[config.mk]
export PLATFORM = sky130hd
export DESIGN_NAME = clock_alarm_key_editor_unit
export DESIGN_NICKNAME = d
export VERILOG_FILES = /design/src/hw/rtl/cake_pkg.sv /design/src/hw/rtl/clock_alarm_key_editor_unit.sv /design/src/hw/rtl/cake_field_adjust.sv
export SDC_FILE = /design/constraint.sdc
export NUM_CORES = 1
export LEC_CHECK = 0
export BUFFER_PORTS_ARGS = -buffer_cell sky130_fd_sc_hd__buf_2
export CAP_MARGIN = 20
export CORE_MARGIN = 8
export CORE_UTILIZATION = 50
export CTS_CLUSTER_DIAMETER = 60
export DETAILED_ROUTE_END_ITERATION = 8
export GPL_TIMING_DRIVEN = 0
export MAX_ROUTING_LAYER = met4
export PLACE_DENSITY = 0.69
export SYNTH_ARGS = -nofsm -noshare
export SYNTH_HDL_FRONTEND = slang
export SYNTH_SLANG_ARGS = --single-unit
export TNS_END_PERCENT = 10
[constraint.sdc]
create_clock -name clk -period 8.76 [get_ports clk]
set_input_delay 2.19 -clock clk [delete_from_list [all_inputs] [get_ports clk]]
set_output_delay 2.19 -clock clk [all_outputs]
set_load 0.05 [all_outputs]
[src/hw/rtl/cake_pkg.sv]
// ----------------------------------------------------------------------------
// cake_pkg
// Types, codes and field ranges shared by the clock and alarm key editor.
// ----------------------------------------------------------------------------
package cake_pkg;

	typedef enum logic [1:0] {
		REQ_KEY    = 2'd0,
		REQ_SAMPLE = 2'd1,
		REQ_TICK   = 2'd2,
		REQ_NONE   = 2'd3
	} req_t;

	typedef enum logic [2:0] {
		KEY_NONE = 3'd0,
		KEY_MODE = 3'd1,
		KEY_SET  = 3'd2,
		KEY_ADD  = 3'd3,
		KEY_SUB  = 3'd4
	} key_t;

	typedef enum logic [1:0] {
		WK_NONE     = 2'd0,
		WK_TIME     = 2'd1,
		WK_TIMEDATE = 2'd2,
		WK_ALARM    = 2'd3
	} wk_t;

	typedef enum logic [2:0] {
		FLD_HOUR    = 3'd0,
		FLD_MINUTE  = 3'd1,
		FLD_SECOND  = 3'd2,
		FLD_WEEKDAY = 3'd3,
		FLD_YEAR    = 3'd4,
		FLD_MONTH   = 3'd5,
		FLD_DAY     = 3'd6,
		FLD_NONE    = 3'd7
	} field_t;

	localparam logic signed [3:0] CUR_NONE = -4'sd1;
	localparam logic signed [4:0] CLOCK_FIELDS = 5'sd7;
	localparam logic signed [4:0] ALARM_FIELDS = 5'sd4;

	localparam logic [6:0] HOUR_MAX  = 7'd23;
	localparam logic [6:0] MIN_MAX   = 7'd59;
	localparam logic [6:0] YEAR_MAX  = 7'd99;
	localparam logic [6:0] MONTH_MAX = 7'd12;
	localparam logic [6:0] DAY_MAX   = 7'd31;
	localparam logic [6:0] ZERO_MIN  = 7'd0;
	localparam logic [6:0] ONE_MIN   = 7'd1;

	localparam logic [4:0] ALARM_HOUR_RST    = 5'd8;
	localparam logic [5:0] ALARM_MINUTE_RST  = 6'd29;
	localparam logic [5:0] ALARM_SECOND_RST  = 6'd50;
	localparam logic [2:0] ALARM_WEEKDAY_RST = 3'd4;

	// Input item as held in the input register (tuser and tdata unpacked).
	typedef struct packed {
		logic [1:0] req;
		logic [2:0] key;
		logic [4:0] hour;
		logic [5:0] minute;
		logic [5:0] second;
		logic [6:0] year;
		logic [3:0] month;
		logic [4:0] day;
		logic [2:0] weekday;
	} in_item_t;

	// Weekday step forward: seven and the unused zero code both land on Monday.
	function automatic logic [2:0] weekday_inc(input logic [2:0] w);
		logic [2:0] r;
		case (w)
			3'd0: r = 3'd1;
			3'd1: r = 3'd2;
			3'd2: r = 3'd3;
			3'd3: r = 3'd4;
			3'd4: r = 3'd5;
			3'd5: r = 3'd6;
			3'd6: r = 3'd7;
			default: r = 3'd1;
		endcase
		return r;
	endfunction

	function automatic logic [2:0] weekday_dec(input logic [2:0] w);
		logic [2:0] r;
		case (w)
			3'd0: r = 3'd6;
			3'd1: r = 3'd7;
			3'd2: r = 3'd1;
			3'd3: r = 3'd2;
			3'd4: r = 3'd3;
			3'd5: r = 3'd4;
			3'd6: r = 3'd5;
			default: r = 3'd6;
		endcase
		return r;
	endfunction

endpackage

[src/hw/rtl/clock_alarm_key_editor_unit.sv]
// ----------------------------------------------------------------------------
// clock_alarm_key_editor_unit
// Key-driven clock and alarm setting controller with display and write output.
// ----------------------------------------------------------------------------
// Each input item is a key event, a live RTC sample or a blink tick, chosen by
// s_tuser. Every item gives exactly one result item: the values to show, the
// field under the cursor and whether it is blanked, and a write command for the
// RTC or the alarm in m_tuser. An item is taken into an input register, and the
// state update and result are formed in one pass into the output register, so a
// new item is accepted in every cycle unless the input register is full and a
// waiting result is not taken; the output register lets the next item enter
// while the previous result is still waiting to be taken.
module clock_alarm_key_editor_unit import cake_pkg::*; (
	input  logic        clk,
	input  logic        arst_n,
	input  logic        s_tvalid,
	output logic        s_tready,
	// key[2:0], rtc_hour[7:3], rtc_minute[13:8], rtc_second[19:14],
	// rtc_yr[26:20], rtc_mon[30:27], rtc_day[35:31], rtc_weekday[38:36], zero[39]
	input  logic [39:0] s_tdata,
	// req_type[1:0]
	input  logic [1:0]  s_tuser,
	output logic        m_tvalid,
	input  logic        m_tready,
	// shown_mode[0], cursor_field[4:1], blank_cursor[5], out_hour[10:6],
	// out_minute[16:11], out_second[22:17], out_year[29:23], out_month[33:30],
	// out_day[38:34], out_weekday[41:39], zero[47:42]
	output logic [47:0] m_tdata,
	// write_kind[1:0]
	output logic [1:0]  m_tuser
);

	in_item_t item_s1;
	logic     valid_s1;
	logic     adv;

	logic              alarm_mode_q, editing_q, blink_run_q, blink_phase_q;
	logic signed [3:0] cursor_q;
	logic [4:0] edit_hour_q, live_hour_q, edit_day_q, live_day_q, alarm_hour_q;
	logic [5:0] edit_minute_q, live_minute_q, live_second_q, alarm_minute_q, alarm_second_q;
	logic [6:0] edit_year_q, live_year_q;
	logic [3:0] edit_month_q, live_month_q;
	logic [2:0] edit_weekday_q, live_weekday_q, alarm_weekday_q;

	logic              n_alarm_mode, n_editing, n_blink_run, n_blink_phase;
	logic signed [3:0] n_cursor;
	logic [4:0] n_edit_hour, n_live_hour, n_edit_day, n_live_day, n_alarm_hour;
	logic [5:0] n_edit_minute, n_live_minute, n_live_second, n_alarm_minute, n_alarm_second;
	logic [6:0] n_edit_year, n_live_year;
	logic [3:0] n_edit_month, n_live_month;
	logic [2:0] n_edit_weekday, n_live_weekday, n_alarm_weekday;
	wk_t        wk;

	logic signed [4:0] next_cur;
	logic signed [4:0] field_count;
	field_t            fld;
	logic [6:0]        fld_val;
	logic [6:0]        adj_val;

	logic [4:0] r_hour, r_day;
	logic [5:0] r_minute, r_second;
	logic [6:0] r_year;
	logic [3:0] r_month;
	logic [2:0] r_weekday;
	logic       r_blank;

	assign adv      = valid_s1 && (!m_tvalid || m_tready);
	assign s_tready = !valid_s1 || adv;

	always_ff @(posedge clk or negedge arst_n) begin
		if (!arst_n) begin
			valid_s1 <= 1'b0;
		end else if (s_tready) begin
			valid_s1 <= s_tvalid;
		end
	end

	always_ff @(posedge clk) begin
		if (s_tvalid && s_tready) begin
			item_s1 <= '{req: s_tuser, key: s_tdata[2:0], hour: s_tdata[7:3],
				minute: s_tdata[13:8], second: s_tdata[19:14], year: s_tdata[26:20],
				month: s_tdata[30:27], day: s_tdata[35:31], weekday: s_tdata[38:36]};
		end
	end

	// Cursor picks edit copies (live seconds) in clock mode, alarm values in alarm mode.
	always_comb begin
		if (cursor_q == CUR_NONE || (alarm_mode_q && cursor_q > 4'sd3)) begin
			fld = FLD_NONE;
		end else begin
			fld = field_t'(cursor_q[2:0]);
		end
	end

	always_comb begin
		case (fld)
			FLD_HOUR:    fld_val = {2'd0, alarm_mode_q ? alarm_hour_q : edit_hour_q};
			FLD_MINUTE:  fld_val = {1'b0, alarm_mode_q ? alarm_minute_q : edit_minute_q};
			FLD_SECOND:  fld_val = {1'b0, alarm_mode_q ? alarm_second_q : live_second_q};
			FLD_WEEKDAY: fld_val = {4'd0, alarm_mode_q ? alarm_weekday_q : edit_weekday_q};
			FLD_YEAR:    fld_val = edit_year_q;
			FLD_MONTH:   fld_val = {3'd0, edit_month_q};
			FLD_DAY:     fld_val = {2'd0, edit_day_q};
			default:     fld_val = 7'd0;
		endcase
	end

	cake_field_adjust u_adjust (
		.field     (fld),
		.up        (item_s1.key == KEY_ADD),
		.value_in  (fld_val),
		.value_out (adj_val)
	);

	assign next_cur    = {cursor_q[3], cursor_q} + 5'sd1;
	assign field_count = alarm_mode_q ? ALARM_FIELDS : CLOCK_FIELDS;

	always_comb begin
		n_alarm_mode    = alarm_mode_q;
		n_editing       = editing_q;
		n_blink_run     = blink_run_q;
		n_blink_phase   = blink_phase_q;
		n_cursor        = cursor_q;
		n_edit_hour     = edit_hour_q;
		n_edit_minute   = edit_minute_q;
		n_edit_year     = edit_year_q;
		n_edit_month    = edit_month_q;
		n_edit_day      = edit_day_q;
		n_edit_weekday  = edit_weekday_q;
		n_live_hour     = live_hour_q;
		n_live_minute   = live_minute_q;
		n_live_second   = live_second_q;
		n_live_year     = live_year_q;
		n_live_month    = live_month_q;
		n_live_day      = live_day_q;
		n_live_weekday  = live_weekday_q;
		n_alarm_hour    = alarm_hour_q;
		n_alarm_minute  = alarm_minute_q;
		n_alarm_second  = alarm_second_q;
		n_alarm_weekday = alarm_weekday_q;
		wk              = WK_NONE;
		case (req_t'(item_s1.req))
			REQ_SAMPLE: begin
				n_live_hour    = item_s1.hour;
				n_live_minute  = item_s1.minute;
				n_live_second  = item_s1.second;
				n_live_year    = item_s1.year;
				n_live_month   = item_s1.month;
				n_live_day     = item_s1.day;
				n_live_weekday = item_s1.weekday;
			end
			REQ_TICK: begin
				if (blink_run_q) begin
					n_blink_phase = !blink_phase_q;
				end
			end
			REQ_KEY: begin
				case (key_t'(item_s1.key))
					KEY_MODE: begin
						n_editing    = 1'b0;
						n_cursor     = CUR_NONE;
						n_alarm_mode = !alarm_mode_q;
					end
					KEY_SET: begin
						if (next_cur >= field_count || next_cur < 5'sd0) begin
							// Leaving the last field commits what was edited.
							n_blink_run = 1'b0;
							n_cursor    = CUR_NONE;
							if (alarm_mode_q) begin
								wk = WK_ALARM;
							end else begin
								n_editing = 1'b0;
								wk        = WK_TIMEDATE;
							end
						end else begin
							n_blink_run = 1'b1;
							n_cursor    = next_cur[3:0];
							if (!alarm_mode_q && cursor_q == CUR_NONE) begin
								n_editing      = 1'b1;
								n_edit_hour    = live_hour_q;
								n_edit_minute  = live_minute_q;
								n_edit_year    = live_year_q;
								n_edit_month   = live_month_q;
								n_edit_day     = live_day_q;
								n_edit_weekday = live_weekday_q;
							end
						end
					end
					KEY_ADD, KEY_SUB: begin
						case (fld)
							FLD_HOUR: begin
								if (alarm_mode_q) n_alarm_hour = adj_val[4:0];
								else n_edit_hour = adj_val[4:0];
							end
							FLD_MINUTE: begin
								if (alarm_mode_q) n_alarm_minute = adj_val[5:0];
								else n_edit_minute = adj_val[5:0];
							end
							FLD_SECOND: begin
								if (alarm_mode_q) n_alarm_second = adj_val[5:0];
								else n_live_second = adj_val[5:0];
							end
							FLD_WEEKDAY: begin
								if (alarm_mode_q) n_alarm_weekday = adj_val[2:0];
								else n_edit_weekday = adj_val[2:0];
							end
							FLD_YEAR:  n_edit_year  = adj_val;
							FLD_MONTH: n_edit_month = adj_val[3:0];
							FLD_DAY:   n_edit_day   = adj_val[4:0];
							default: ;
						endcase
						if (item_s1.key == KEY_SUB && cursor_q == 4'sd2) begin
							wk = WK_TIME;
						end
						n_blink_run   = 1'b0;
						n_blink_phase = 1'b0;
					end
					KEY_NONE: begin
						if (cursor_q != CUR_NONE && !blink_run_q) begin
							n_blink_run = 1'b1;
						end
					end
					default: ;
				endcase
			end
			default: ;
		endcase
	end

	// Result fields, taken from the state after this item's update.
	always_comb begin
		if (n_alarm_mode) begin
			r_hour    = n_alarm_hour;
			r_minute  = n_alarm_minute;
			r_second  = n_alarm_second;
			r_year    = 7'd0;
			r_month   = 4'd0;
			r_day     = 5'd0;
			r_weekday = n_alarm_weekday;
		end else begin
			r_hour    = n_editing ? n_edit_hour : n_live_hour;
			r_minute  = n_editing ? n_edit_minute : n_live_minute;
			r_second  = n_live_second;
			r_year    = n_editing ? n_edit_year : n_live_year;
			r_month   = n_editing ? n_edit_month : n_live_month;
			r_day     = n_editing ? n_edit_day : n_live_day;
			r_weekday = n_editing ? n_edit_weekday : n_live_weekday;
		end
		case (wk)
			WK_TIME, WK_TIMEDATE: begin
				r_hour   = n_edit_hour;
				r_minute = n_edit_minute;
				r_second = n_live_second;
				if (wk == WK_TIMEDATE) begin
					r_year    = n_edit_year;
					r_month   = n_edit_month;
					r_day     = n_edit_day;
					r_weekday = n_edit_weekday;
				end
			end
			WK_ALARM: begin
				r_hour    = n_alarm_hour;
				r_minute  = n_alarm_minute;
				r_second  = n_alarm_second;
				r_weekday = n_alarm_weekday;
			end
			default: ;
		endcase
		r_blank = (n_cursor != CUR_NONE) && n_blink_phase;
	end

	always_ff @(posedge clk or negedge arst_n) begin
		if (!arst_n) begin
			alarm_mode_q    <= 1'b0;
			editing_q       <= 1'b0;
			blink_run_q     <= 1'b0;
			blink_phase_q   <= 1'b0;
			cursor_q        <= CUR_NONE;
			edit_hour_q     <= '0;
			edit_minute_q   <= '0;
			edit_year_q     <= '0;
			edit_month_q    <= '0;
			edit_day_q      <= '0;
			edit_weekday_q  <= '0;
			live_hour_q     <= '0;
			live_minute_q   <= '0;
			live_second_q   <= '0;
			live_year_q     <= '0;
			live_month_q    <= '0;
			live_day_q      <= '0;
			live_weekday_q  <= '0;
			alarm_hour_q    <= ALARM_HOUR_RST;
			alarm_minute_q  <= ALARM_MINUTE_RST;
			alarm_second_q  <= ALARM_SECOND_RST;
			alarm_weekday_q <= ALARM_WEEKDAY_RST;
			m_tvalid        <= 1'b0;
		end else begin
			if (adv) begin
				alarm_mode_q    <= n_alarm_mode;
				editing_q       <= n_editing;
				blink_run_q     <= n_blink_run;
				blink_phase_q   <= n_blink_phase;
				cursor_q        <= n_cursor;
				edit_hour_q     <= n_edit_hour;
				edit_minute_q   <= n_edit_minute;
				edit_year_q     <= n_edit_year;
				edit_month_q    <= n_edit_month;
				edit_day_q      <= n_edit_day;
				edit_weekday_q  <= n_edit_weekday;
				live_hour_q     <= n_live_hour;
				live_minute_q   <= n_live_minute;
				live_second_q   <= n_live_second;
				live_year_q     <= n_live_year;
				live_month_q    <= n_live_month;
				live_day_q      <= n_live_day;
				live_weekday_q  <= n_live_weekday;
				alarm_hour_q    <= n_alarm_hour;
				alarm_minute_q  <= n_alarm_minute;
				alarm_second_q  <= n_alarm_second;
				alarm_weekday_q <= n_alarm_weekday;
				m_tvalid        <= 1'b1;
			end else if (m_tready) begin
				m_tvalid <= 1'b0;
			end
		end
	end

	always_ff @(posedge clk) begin
		if (adv) begin
			m_tdata <= {6'd0, r_weekday, r_day, r_month, r_year, r_second, r_minute,
				r_hour, r_blank, n_cursor, n_alarm_mode};
			m_tuser <= wk;
		end
	end

`ifndef SYNTHESIS
	a_stall_cause: assert property (@(posedge clk) disable iff (!arst_n)
		!s_tready |-> valid_s1 && m_tvalid && !m_tready)
		else $error("input stalled without a blocked result");

	a_blank_needs_cursor: assert property (@(posedge clk) disable iff (!arst_n)
		m_tvalid && m_tdata[5] |-> m_tdata[4:1] != 4'hF)
		else $error("blanked field reported with no cursor");

	a_write_mode: assert property (@(posedge clk) disable iff (!arst_n)
		m_tvalid && (m_tuser == WK_ALARM || m_tuser == WK_TIMEDATE)
		|-> m_tdata[0] == (m_tuser == WK_ALARM))
		else $error("commit write does not match the shown mode");

	a_cursor_range: assert property (@(posedge clk) disable iff (!arst_n)
		cursor_q >= CUR_NONE && cursor_q < (alarm_mode_q ? 4'sd4 : 4'sd7))
		else $error("cursor outside the fields of the current mode");
`endif

endmodule

[src/hw/rtl/cake_field_adjust.sv]
// ----------------------------------------------------------------------------
// cake_field_adjust
// Steps one time or date field up or down, wrapping within its range.
// ----------------------------------------------------------------------------
module cake_field_adjust import cake_pkg::*; (
	input  field_t     field,
	input  logic       up,
	input  logic [6:0] value_in,
	output logic [6:0] value_out
);

	logic [6:0] lo;
	logic [6:0] hi;
	logic [6:0] wrapped;

	always_comb begin
		case (field)
			FLD_HOUR: begin
				lo = ZERO_MIN;
				hi = HOUR_MAX;
			end
			FLD_MINUTE, FLD_SECOND: begin
				lo = ZERO_MIN;
				hi = MIN_MAX;
			end
			FLD_YEAR: begin
				lo = ZERO_MIN;
				hi = YEAR_MAX;
			end
			FLD_MONTH: begin
				lo = ONE_MIN;
				hi = MONTH_MAX;
			end
			FLD_DAY: begin
				lo = ONE_MIN;
				hi = DAY_MAX;
			end
			default: begin
				lo = ZERO_MIN;
				hi = ZERO_MIN;
			end
		endcase
	end

	// Out-of-range values go to the top on a step down, and to the bottom on a step up.
	always_comb begin
		if (up) begin
			wrapped = (value_in >= hi) ? lo : value_in + 7'd1;
		end else begin
			wrapped = (value_in <= lo || value_in > hi) ? hi : value_in - 7'd1;
		end
	end

	always_comb begin
		case (field)
			FLD_WEEKDAY: begin
				value_out = {4'd0, up ? weekday_inc(value_in[2:0]) : weekday_dec(value_in[2:0])};
			end
			FLD_NONE: begin
				value_out = value_in;
			end
			default: begin
				value_out = wrapped;
			end
		endcase
	end

endmodule

After elaboration in Yosys (flattened, before gate mapping)
Cells that the tools add are included.
W data, S select, Z words.

cells by class
  $lt $le $gt $ge = 6
  add/subtract/negate cells = 3
  divide/modulo/power cells = 0
  reductions and logical operators = 27
  shift-type cells = 0
  equal/unequal tests = 27
  $mul = 0
  bitwise operators = 0
  mux-type cells = 122

operator list
  operator               count
  $mux W6                22
  $mux W5                22
  $mux W7                12
  $pmux W7 S7            1
  $mux W3                16
  $pmux W6 S2            4
  $mux W4                11
  $pmux W3 S6            2
  $pmux W7 S5            1
  $pmux W5 S2            3
  $pmux W7 S2            2
  $eq A3 B3 Y1 const B   8
  $eq A3 B2 Y1 const B   6
  $pmux W4 S2            2
  $mux W1                15
  $pmux W3 S2            2
  $eq A3 B1 Y1 const B   3
  $ne A4 B1 Y1 const B   2
  $reduce_or A2 Y1       4
  $add A7 B1 Y7 const B  1
  $ge A7 B7 Y1           1
  $gt A7 B7 Y1           1
  $le A7 B1 Y1           1
  $logic_and A1 B1 Y1    7
  other kinds (21)       36

word-level totals
  bits in read-only memories = 0
  bits in latches = 0
  memories = 0
  output and inout bits = 52
  register bits after elaboration = 181
  RAM bits = 0
  input port bits = 46

Depth between registers and ports, before layout
  word-level depth = 20
  depth in mapped cells = 21

Modules after synthesis
A second synthesis with hierarchy kept.

second synthesis, totals
  cells, all modules = 1019
  area total of the unflattened synthesis = 10503.8 µm²

modules (own cells, without submodules)
  module                       cells each  times used  seq. area each (µm²)  area an instance (µm²)
  clock_alarm_key_editor_unit  874         1           4971.0                9472.8
  cake_field_adjust            145         1           0.0                   1031.0

Worst setup path before layout
No wires, ideal clock.

  path kind = input to output
  start point = input port m_tready
  end point = output port s_tready
  slack = 3.897 ns
  buffers on the path = 0
  stages = 1
  data required time = 6.570 ns
  data arrival time = 2.673 ns
  path through = nand3b_1

between the ends
  longest elaborated chain between the ends = 3

ends and longest elaborated chain
  item                 line                               text
  from (decl)          clock_alarm_key_editor_unit.sv:24  input logic m_tready,
  $logic_or A1 B1 Y1   clock_alarm_key_editor_unit.sv:67  assign adv = valid_s1 && (!m_tvalid || m_tready);
  $logic_and A1 B1 Y1  clock_alarm_key_editor_unit.sv:67
  $logic_or A1 B1 Y1   clock_alarm_key_editor_unit.sv:68  assign s_tready = !valid_s1 || adv;
  to (decl)            clock_alarm_key_editor_unit.sv:17  output logic s_tready,

No other way between the ends.

Final worst setup path
  start point = register cursor_q[1]
  end point = register m_tdata[14] (data pin)

between the ends
  longest elaborated chain between the ends = 19
  elaborated cells on any way between the ends = 60

ends and longest elaborated chain
  item                                          line                                                                                            text
  from (decl)                                   clock_alarm_key_editor_unit.sv:38                                                               logic signed [3:0] cursor_q;
  from (signal assigned)                        clock_alarm_key_editor_unit.sv:303                                                              cursor_q <= n_cursor;
  $gt A4 B3 Y1                                  clock_alarm_key_editor_unit.sv:88                                                               if (cursor_q == CUR_NONE || (alarm_mode_q && cursor_q > 4'sd3)) begin
  $logic_and A1 B1 Y1                           clock_alarm_key_editor_unit.sv:88
  $logic_or A1 B1 Y1                            clock_alarm_key_editor_unit.sv:88
  $mux W3                                       clock_alarm_key_editor_unit.sv:88
  $eq A3 B1 Y1 (tied with other cells)          clock_alarm_key_editor_unit.sv:96, clock_alarm_key_editor_unit.sv:190, cake_field_adjust.sv:17
  $reduce_or A2 Y1 (on tied branches)           n/a
  $pmux W7 S5 or $mux W1 (tied branches)        cake_field_adjust.sv:17                                                                         case (field)
  $gt A7 B7 Y1 or $le A7 B1 Y1 (tied branches)  cake_field_adjust.sv:50                                                                         wrapped = (value_in <= lo || value_in > hi) ? hi : value_in - 7'd1;
  (+4 left out)                                 n/a
  $mux W6                                       clock_alarm_key_editor_unit.sv:196                                                              if (alarm_mode_q) n_alarm_minute = adj_val[5:0];
  $mux W6                                       clock_alarm_key_editor_unit.sv:190                                                              case (fld)
  $pmux W6 S2                                   clock_alarm_key_editor_unit.sv:158                                                              case (key_t'(item_s1.key))
  $mux W6                                       clock_alarm_key_editor_unit.sv:142                                                              case (req_t'(item_s1.req))
  $mux W6                                       clock_alarm_key_editor_unit.sv:242                                                              r_minute = n_editing ? n_edit_minute : n_live_minute;
  $mux W6                                       clock_alarm_key_editor_unit.sv:232                                                              if (n_alarm_mode) begin
  $pmux W6 S2 (*)                               clock_alarm_key_editor_unit.sv:249                                                              case (wk)
  named net r_minute[3]                         clock_alarm_key_editor_unit.sv:61                                                               logic [5:0] r_minute, r_second;
  to (signal assigned)                          clock_alarm_key_editor_unit.sv:330                                                              m_tdata <= {6'd0, r_weekday, r_day, r_month, r_year, r_second, r_minute,
  to (decl)                                     clock_alarm_key_editor_unit.sv:28                                                               output logic [47:0] m_tdata,

The timed path passes the listed nets; every way through them passes the cells marked *.
A chain may end at the register's enable or synchronous reset.

==> results.cfg <==
[status]
status = finished, violations left
violations = DRC

[cts]
htreeDepth = 4
cts_max_path_buffers = 2
numCtsBuffers = 17
cts_hold_buf = 0
cts_resized = 0
clk_pin_slew_worst_paths_ns = 0.09
cts-root-buf = clkbuf_16
cts.sinks = 181
postCtsSetupBuffers = 0
cts_tree = built
clk_latency_ns = 0.45

[die]
num_io_pins = 98
fp.dieArea_mm2 = 0.0264
die_h_um = 163
initial_utilization_pct = 50.9
rows = 53
coreArea_mm2 = 0.0211
die_x_um = 163

[power_and_ir_drop]
ir_drop_uv = 174
power_density_mw_per_mm2 = 328
leakage_nw = 4.86

[critical_path]
worstPathArrival_ns = 5.80
worstSetupPathType = reg -> reg
cp.required_ns = 8.90
critPathLaunchType = flop
cp_max_fo = 9
endpoint_kind = flop

[synthesis]
synth_cell_types = 85
ys_warn_count = 0
synth_top_area_share_pct = 23.8
ys_top_cells_by_area = edfxtp_1 24%, dfrtp_1 19%, nand2_1 7.4%
synth_edf_count = 85
synth-seq-area-share_pct = 46.3
synthCells = 1165
synth_area_leader_cell = edfxtp_1
yosys_most_used_dff = edfxtp_1
netlist_top_cells_count = 211 x nand2_1, 97 x o21ai_0, 95 x a21oi_1, 90 x nor2_1, 85 x edfxtp_1
netlist_area_mm2 = 0.0107
yosysMostFrequentCell = nand2_1
synth_area_per_cell_um2 = 9.22
ys_ff_latch = 181
async_flop_share_pct = 53.0

[routing]
drt_iter0_markers = 1498
top_layer_used = met4
avgViaCountPerCell = 6.58
vias = 10350
wl_met2_um = 18000
wl_met1_um = 16900
routed_wl_um = 40200
ant_nets = 0
drcViolationCount = 4
route.met3.wl_um = 3910
wl_per_cell_um = 25.5
first_pass_iters = 9

[hold_path]
holdCritPathClass = reg -> reg

[sta]
fmax_ghz = 0.177
rsz0062_at_grt = false
fin_tns_setup_ns = 0
fin_crit_sh_pct = 64.6
clock_skew_ns = 0.0144
finalSetupViolations = 0
period_needed_ns = 5.66
worst_slew_margin_rel_pct = 28.9
hold_violations = 0
slew_viol_final = 0
tightest_slew_ns = 1.06

[final_layout]
area_growth_pct = 14.3
final_layout_size_suffix_gt1_share_pct = 18.0
instances_no_fill = 1573
nFillCells = 1898
fin_nets = 1351
n_antenna_cell = 0

[global_routing]
grt_max_degree = 62
antenna_found_initial = 0
grt_pass1_vias = 9886
grt_pass1_wl_um = 60600
grtUsageTotal_pct = 31.1
grt-ovfl-total = 0

[place]
place.gp.congestion = 0.989
place_inst = 1540
io_buffers = 90
place_hpwl_um = 29800

[flow_run]
cap_violations = 0
## kinds of logic after synthesis
logic type / share of synthesized area (%)
AND/OR/NAND/NOR: 16.4
AO/OA/AOI/OAI: 23.2
buffers and inverters: 4.04
adder cells (fa/ha/maj): 2.33
XOR/XNOR: 0.571
multiplexers: 7.19
other: 0.0349
flip-flops: 46.3
## report_power, final
part	switching (W)	internal [W]	total (W)	leakage, nW
Sequential	0.000127	0.00108	0.00120	2.03
Combinational	0.00141	0.000593	0.00200	2.53
Clock	0.000406	0.000416	0.000823	0.301
## routing by layer
layer / vias up / GRT usage [%]
met5: - / -
met4: 0 / 11.8
met3: 126 / 5.08
met2: 688 / 46.0
met1: 4973 / 42.4
li1: 4563 / -
## worst max-delay path, cell delays in order, from the launching register on
cell      delay (ns)
dfstp_2         0.63
ha_1            0.36
mux2i_4         0.16
and3_1          0.25
a211oi_2        0.45
and2_1          0.26
inv_2           0.13
ha_1            0.36
a21oi_1         0.15
a21oi_1         0.07
o22ai_1         0.36
inv_1           0.18
a31oi_1         0.37
mux2_2          0.42
nor3_2          0.43
nor2_1          0.26
a21oi_1         0.31
a22oi_1         0.17
## final timing paths
path	from	slack, ns	endpoint	depth (start not counted)
worst min-delay path	alarm_second_q[4]$_DFFE_PN1P_	0.47	alarm_second_q[4]$_DFFE_PN1P_	2
min in group asynchronous	arst_n	1.71	live_day_q[4]$_DFFE_PN0P_	1
worst min register to register	alarm_second_q[4]$_DFFE_PN1P_	0.47	alarm_second_q[4]$_DFFE_PN1P_	2
max in group asynchronous	arst_n	6.29	alarm_hour_q[3]$_DFFE_PN1P_	2
worst max-delay path	cursor_q[1]$_DFFE_PN1P_	3.10	m_tdata[14]$_DFFE_PP_	17
worst max register to register	cursor_q[1]$_DFFE_PN1P_	3.10	m_tdata[14]$_DFFE_PP_	17
## layout make-up
class | count | area, µm² | area share, %
Multi-Input combinational cell | 890 | 5360 | 43.6
Sequential cell | 181 | 4970 | 40.5
Timing Repair Buffer | 96 | 541 | 4.40
Clock buffer | 17 | 425 | 3.46
Buffer | 76 | 349 | 2.84
Tap cell | 275 | 344 | 2.80
Clock inverter | 15 | 204 | 1.66
Inverter | 23 | 86.3 | 0.703
## sequential cells by signal (all words and copies together) (netlist names), 7 cells and up
| name | flops |
|---|---|
| live_year_q | 7 |
| edit_year_q | 7 |
| m_tdata | 42 |
| item_s1 | 41 |
## per-stage QoR
stage          instance area [µm²]  setup WS [ns]  hold WS (ns)  power, W  util [%]
5_1_grt                      12300           2.69         0.492   0.00416      58.2
6_report                     12300           3.10         0.468   0.00403      58.2
3_5_place_dp                 11600           3.33         0.462   0.00313      55.2
4_1_cts                      12300           3.30         0.471   0.00394      58.2
2_1_floorplan                10800           3.90         0.446   0.00246         -
3_3_place_gp                 11600           3.05         0.460   0.00312      54.8
## cell usage in the layout, fill, tap and decap left out, drive strengths merged, types with 26 or more instances in the layout
cell and instances:
buf 118, clkbuf 71, o21ai 104, nor2 90, inv 28, nand3 26, a21oi 96, o22ai 27
mux2 42, edfxtp 85, dfrtp 83, mux2i 26, nand2 211
Power figures use the tool's default switching activity.
